### src/gb5_pkg.sv
package gb5_pkg;

    localparam int PIX_W          = 8;
    localparam int POS_W          = 11;
    localparam int DIM_W          = 12;
    localparam int COEF_W         = 16;
    localparam int FRAC_W         = 16;
    localparam int CFG_IDX_W      = 3;
    localparam int CFG_DATA_W     = 16;
    localparam int KSIZE          = 5;
    localparam int STORE_ROWS     = 4;
    localparam int NUM_COEF       = 6;
    localparam int MIN_DIM        = 5;
    localparam int MAX_WIDTH_DEF  = 2048;
    localparam int MAX_HEIGHT_DEF = 2048;

    // group sum of up to eight pixels, product with a coefficient, sums of products
    localparam int GRP_W  = PIX_W + 3;
    localparam int PROD_W = GRP_W + COEF_W;
    localparam int PSUM_W = PROD_W + 1;
    localparam int ACC_W  = PSUM_W + 2;

    localparam logic [DIM_W-1:0]  WIDTH_RST  = DIM_W'(640);
    localparam logic [DIM_W-1:0]  HEIGHT_RST = DIM_W'(480);

    // coefficient slots, ordered by sorted offset pair
    localparam int C_D0_0 = 0;
    localparam int C_D0_1 = 1;
    localparam int C_D1_1 = 2;
    localparam int C_D0_2 = 3;
    localparam int C_D1_2 = 4;
    localparam int C_D2_2 = 5;

    typedef enum logic [CFG_IDX_W-1:0] {
        REG_IMAGE_WIDTH  = 3'd0,
        REG_IMAGE_HEIGHT = 3'd1,
        REG_COEF_D0_0    = 3'd2,
        REG_COEF_D0_1    = 3'd3,
        REG_COEF_D1_1    = 3'd4,
        REG_COEF_D0_2    = 3'd5,
        REG_COEF_D1_2    = 3'd6,
        REG_COEF_D2_2    = 3'd7
    } cfg_reg_e;

    typedef logic [KSIZE-1:0][KSIZE-1:0][PIX_W-1:0] window_t;
    typedef logic [NUM_COEF-1:0][COEF_W-1:0]         coef_set_t;

    typedef struct packed {
        logic             interior;
        logic [POS_W-1:0] row;
        logic [POS_W-1:0] col;
    } out_pos_t;

    localparam coef_set_t COEF_RST = {
        16'd2081, 16'd2459, 16'd2599, 16'd2904, 16'd3070, 16'd3246
    };

endpackage

### src/gb5_mac.sv
module gb5_mac import gb5_pkg::*; (
    input  logic             clk,
    input  logic             rst_n,
    input  logic             win_valid,
    output logic             win_stall,
    input  window_t          win,
    input  out_pos_t         win_pos,
    input  coef_set_t        coef,
    output logic             out_valid,
    input  logic             out_stall,
    output logic [PIX_W-1:0] pixel_out,
    output logic [POS_W-1:0] out_row,
    output logic [POS_W-1:0] out_col
);

    localparam int SH_W = ACC_W - FRAC_W;

    logic v3_reg, v4_reg, v5_reg, vo_reg;
    logic en3, en4, en5, en_o;

    out_pos_t pos3_reg, pos4_reg, pos5_reg, poso_reg;

    logic [GRP_W-1:0]  grp_next [NUM_COEF];
    logic [GRP_W-1:0]  grp_reg  [NUM_COEF];
    logic [PROD_W-1:0] prod_reg [NUM_COEF];
    logic [PSUM_W-1:0] psum_reg [3];
    logic [ACC_W-1:0]  acc;
    logic [SH_W-1:0]   shifted;
    logic [PIX_W-1:0]  sat, pix_reg;

    assign en_o      = !vo_reg || !out_stall;
    assign en5       = !v5_reg || en_o;
    assign en4       = !v4_reg || en5;
    assign en3       = !v3_reg || en4;
    assign win_stall = !en3;

    // symmetric taps share a coefficient: add pixels first
    always_comb
    begin
        grp_next[C_D0_0] = GRP_W'(win[2][2]);
        grp_next[C_D0_1] = GRP_W'(win[1][2]) + GRP_W'(win[3][2])
                         + GRP_W'(win[2][1]) + GRP_W'(win[2][3]);
        grp_next[C_D1_1] = GRP_W'(win[1][1]) + GRP_W'(win[1][3])
                         + GRP_W'(win[3][1]) + GRP_W'(win[3][3]);
        grp_next[C_D0_2] = GRP_W'(win[0][2]) + GRP_W'(win[4][2])
                         + GRP_W'(win[2][0]) + GRP_W'(win[2][4]);
        grp_next[C_D1_2] = GRP_W'(win[0][1]) + GRP_W'(win[0][3])
                         + GRP_W'(win[4][1]) + GRP_W'(win[4][3])
                         + GRP_W'(win[1][0]) + GRP_W'(win[3][0])
                         + GRP_W'(win[1][4]) + GRP_W'(win[3][4]);
        grp_next[C_D2_2] = GRP_W'(win[0][0]) + GRP_W'(win[0][4])
                         + GRP_W'(win[4][0]) + GRP_W'(win[4][4]);
    end

    always_comb
    begin
        acc     = ACC_W'(psum_reg[0]) + ACC_W'(psum_reg[1]) + ACC_W'(psum_reg[2]);
        shifted = acc[ACC_W-1:FRAC_W];
        sat     = (|shifted[SH_W-1:PIX_W]) ? {PIX_W{1'b1}} : shifted[PIX_W-1:0];
    end

    always_ff @(posedge clk or negedge rst_n)
    begin
        if (!rst_n)
        begin
            v3_reg <= 1'b0;
            v4_reg <= 1'b0;
            v5_reg <= 1'b0;
            vo_reg <= 1'b0;
        end
        else
        begin
            if (en3)
                v3_reg <= win_valid;
            if (en4)
                v4_reg <= v3_reg;
            if (en5)
                v5_reg <= v4_reg;
            if (en_o)
                vo_reg <= v5_reg;
        end
    end

    always_ff @(posedge clk)
    begin
        if (en3 && win_valid)
        begin
            pos3_reg <= win_pos;
            for (int i = 0; i < NUM_COEF; i++)
                grp_reg[i] <= grp_next[i];
        end
        if (en4 && v3_reg)
        begin
            pos4_reg <= pos3_reg;
            for (int i = 0; i < NUM_COEF; i++)
                prod_reg[i] <= PROD_W'(grp_reg[i]) * PROD_W'(coef[i]);
        end
        if (en5 && v4_reg)
        begin
            pos5_reg <= pos4_reg;
            for (int i = 0; i < 3; i++)
                psum_reg[i] <= PSUM_W'(prod_reg[2*i]) + PSUM_W'(prod_reg[2*i+1]);
        end
        if (en_o && v5_reg)
        begin
            poso_reg <= pos5_reg;
            pix_reg  <= pos5_reg.interior ? sat : '0;
        end
    end

    assign out_valid = vo_reg;
    assign pixel_out = pix_reg;
    assign out_row   = poso_reg.row;
    assign out_col   = poso_reg.col;

endmodule

### config.mk
export PLATFORM = sky130hd
export DESIGN_NAME = gb5_mac
export DESIGN_NICKNAME = d
export VERILOG_FILES = /design/src/gb5_pkg.sv /design/src/gb5_mac.sv
export SDC_FILE = /design/constraint.sdc
export NUM_CORES = 2
export LEC_CHECK = 0
export BUFFER_PORTS_ARGS = -buffer_cell sky130_fd_sc_hd__buf_2
export CAP_MARGIN = 30
export CELL_PAD_IN_SITES_DETAIL_PLACEMENT = 1
export CELL_PAD_IN_SITES_GLOBAL_PLACEMENT = 2
export CORE_ASPECT_RATIO = 0.75
export CORE_MARGIN = 10
export CORE_UTILIZATION = 42
export CTS_CLUSTER_SIZE = 14
export DETAILED_ROUTE_END_ITERATION = 8
export HOLD_SLACK_MARGIN = 0.12
export PLACE_DENSITY = 0.95
export SYNTH_ARGS = -nofsm -noshare
export SYNTH_HDL_FRONTEND = slang
export SYNTH_SLANG_ARGS = --single-unit
### constraint.sdc
create_clock -name clk -period 6.8 [get_ports clk]
set_clock_uncertainty 0.05 [all_clocks]
set_input_delay 0.68 -clock clk [delete_from_list [all_inputs] [get_ports clk]]
set_output_delay 0.68 -clock clk [all_outputs]
set_load 0.1 [all_outputs]
==> metrics.cfg <==
[drt]
viasPerCell = 5.107
num_vias = 35950
firstDrtPassIters = 7
drt-wirelength-per-cell_um = 19.28
drc_errors = 0
ant_nets = 0
drtIter0Drc = 1670
routed_wl_um = 135700

[finish]
final_nets = 7070
largest_reg_flops = 161
fillCellCount = 13600
final_cells = 7039
areaGrowthSynthToFinish_pct = 10.76
layout-drive-gt1-share = 0.09074

[sta]
rsz0062_at_grt = no
max_slew_margin = 0.4322
period_needed_ps = 6452
finalHoldViolCount = 0
drv_slew = 0
period_share = 0.9488
fmax_mhz = 155.0
setup_viol = 0
worstMarginPinSlew_ps = 851.8
finalSetupTns_ps = 0

[die]
initial_core_util = 0.4248
die_area_sq_um = 138700
fp.dieH_um = 325.0
num_rows = 111
pin_count = 355
core-area_sq_um = 122600
dieWidth_um = 426.7

[placement]
post-place-cells = 6913
globalplace.congestion = 0.8388
port-buffer-count = 354
dp_hpwl_um = 112000

[clock_tree]
cts_buffers = 49
cts.clk_slew.worst_paths_ps = 70
cts.path.max_buffers = 3
clock_latency_ps = 660
clock-sinks = 407
clk_root_buffer_cell = clkbuf_16
htree_levels = 2
tritoncts = built

[global_routing]
grt_max_degree = 90
grt_use_met3 = 0.02748
grt_pass1_vias = 41680
antenna_found_initial = 10
met1_usage = 0.2655
overflow = 0
track_usage = 0.1997
use_met2 = 0.3448
grt.busiest_layer = met2
grt_pass1_wl_um = 224500

[worst_setup_path]
worstPathMaxFanout = 16
reg2reg_depth = 20
cp.arrival_ps = 6820
reg2reg_setup_slack_ps = 350
r2r_start = grp_reg[5][2]
worstSetupPathType = flip-flop to flip-flop
r2r_end = prod_reg[5][26]
startpoint = grp_reg[5][2]
endpoint = prod_reg[5][26]
start_kind = flip-flop
crit_path_end_kind = flip-flop
worstPathRequired_ps = 7170

[synth]
seq_area_frac_synth = 0.2342
synth_nets = 6731
syn_inst = 5023
async_flop_share = 0.009828
ys_seq_elements = 407
avgSynthCellArea_sq_um = 10.37
yosysUniqueCellTypes = 68
synth_largest_area_cell = fa_1
ys_warn_count = 0
synth_edf_count = 403
ys.flop_type = edfxtp_1
synth_area_leaders = fa_1 (31%), edfxtp_1 (23%), ha_1 (14%)
synthesis.area_sq_um = 52100
synth_top_area_frac = 0.3066

[hold_path]
worstHoldStart = win_pos[1]
hold_path_class = input pin to flip-flop

[flow_run]
maxCapViolations = 0

[status]
status = complete, no violations

[cells by family (layout without fill, tap and decap cells)]
logic type | count (synthesis) | count (layout) | synth area share
xor gates and xnor gates | 226 | 226 | 0.03799
buffers and inverters | 1100 | 1477 | 0.07925
and+or+nand+nor | 1338 | 1338 | 0.1297
AOI/OAI and AO/OA | 564 | 564 | 0.07068
adders and majority gates | 1385 | 1385 | 0.4476
DFF | 407 | 407 | 0.2342
muxes | 3 | 3 | 0.0005764
other | 0 | 1 | 0
[metrics by stage]
| step | util | hold slack [ps] | instance area [sq um] | worst slack (ps) |
|---|---|---|---|---|
| 3_5_place_dp | 0.4538 | 355.6 | 55660 | 188.3 |
| 2_1_floorplan | - | 334.4 | 52100 | 333.2 |
| 4_1_cts | 0.4696 | 120.6 | 57590 | 331.4 |
| 5_1_grt | 0.4706 | 121.3 | 57710 | 25.80 |
| 6_report | 0.4706 | 159.8 | 57710 | 348.1 |
| 3_3_place_gp | 0.4538 | 350.1 | 55660 | 361.8 |
[final cells by class]
type                    count  area, sq um  share of cell area
diodes                      1        2.502          0.00004337
clock buffers              58         1270             0.02201
clock inverters            31        406.6            0.007047
inverters                 976         3664             0.06349
multi-input cells        3516        35800              0.6203
flip-flops and latches    407        12200              0.2114
well taps                1638         2049             0.03552
repair buffers            412         2315             0.04011
[layout by cell type, fill, tap and decap left out, types with 8 or more instances in the layout]
cell type,count
nor2_1,117
a31oi_1,14
or3_1,12
o21bai_1,35
and2_1,521
xor2_1,64
o21a_1,46
edfxtp_1,403
fa_1,798
buf_2,354
a21oi_1,173
a31o_2,9
a21boi_0,10
nor3_1,33
dlygate4sd3_1,28
o21ai_0,94
inv_1,976
nand3_1,26
buf_4,27
xnor2_1,162
a211oi_1,11
nor2b_1,36
clkbuf_1,8
and3_1,19
nand2b_1,33
a21o_1,95
clkbuf_16,49
nand2_1,507
ha_1,587
[cells in the mapped netlist, types with 12 or more instances]
cell type / n
and3_1: 19
nor2_1: 117
o21bai_1: 35
clkbuf_1: 121
nor2b_1: 37
o21ai_0: 94
a21oi_1: 173
inv_1: 976
fa_1: 798
nand2b_1: 33
and2_1: 523
ha_1: 587
edfxtp_1: 403
nand2_1: 507
nor3_1: 33
or3_1: 12
o21a_1: 46
nand3_1: 26
xnor2_1: 162
a31oi_1: 14
xor2_1: 64
a21o_1: 95
[routing by layer]
metal,up-vias,wire [um],share of wire
met5,-,48,0.00035
met4,8,2802,0.021
met3,183,5033,0.037
met2,559,67010,0.49
met1,18610,60820,0.45
li1,16590,-,-
[how the worst min path moves through the flow]
stage	depth (start not counted)	end	slack, ps
2_1_floorplan	0	out_valid	330
3_3_place_gp	0	out_row[8]	350
3_5_place_dp	0	out_row[8]	360
4_1_cts	1	pos3_reg[1]	120
5_1_grt	1	pos3_reg[1]	120
6_report	1	pos3_reg[1]	160
[critical path, cell delays in order (launching register included)]
cell and delay [ps]:
edfxtp_1 780, nand2_1 200, fa_1 570, fa_1 520, inv_1 60, fa_1 480, fa_1 490, inv_1 50
fa_1 470, inv_1 40, ha_1 320, a21o_1 190, a21o_1 200, a21o_1 180, a21oi_1 220, nand2_1 130
a221o_1 440, a2111o_1 390, a21o_1 160, a21oi_1 180, xnor2_1 90
[what timing repair did]
action                                 in CTS  in global routing
setup buffers                               0                  8
setup endpoints to repair                   0                  2
endpoints found under the hold margin      29                  2
gates resized for setup                     0                  1
hold buffers                               26                  2
Power is left out: the tool's default activity adds up to more than one toggle a clock period on the data nets, which glitch-free logic cannot reach.
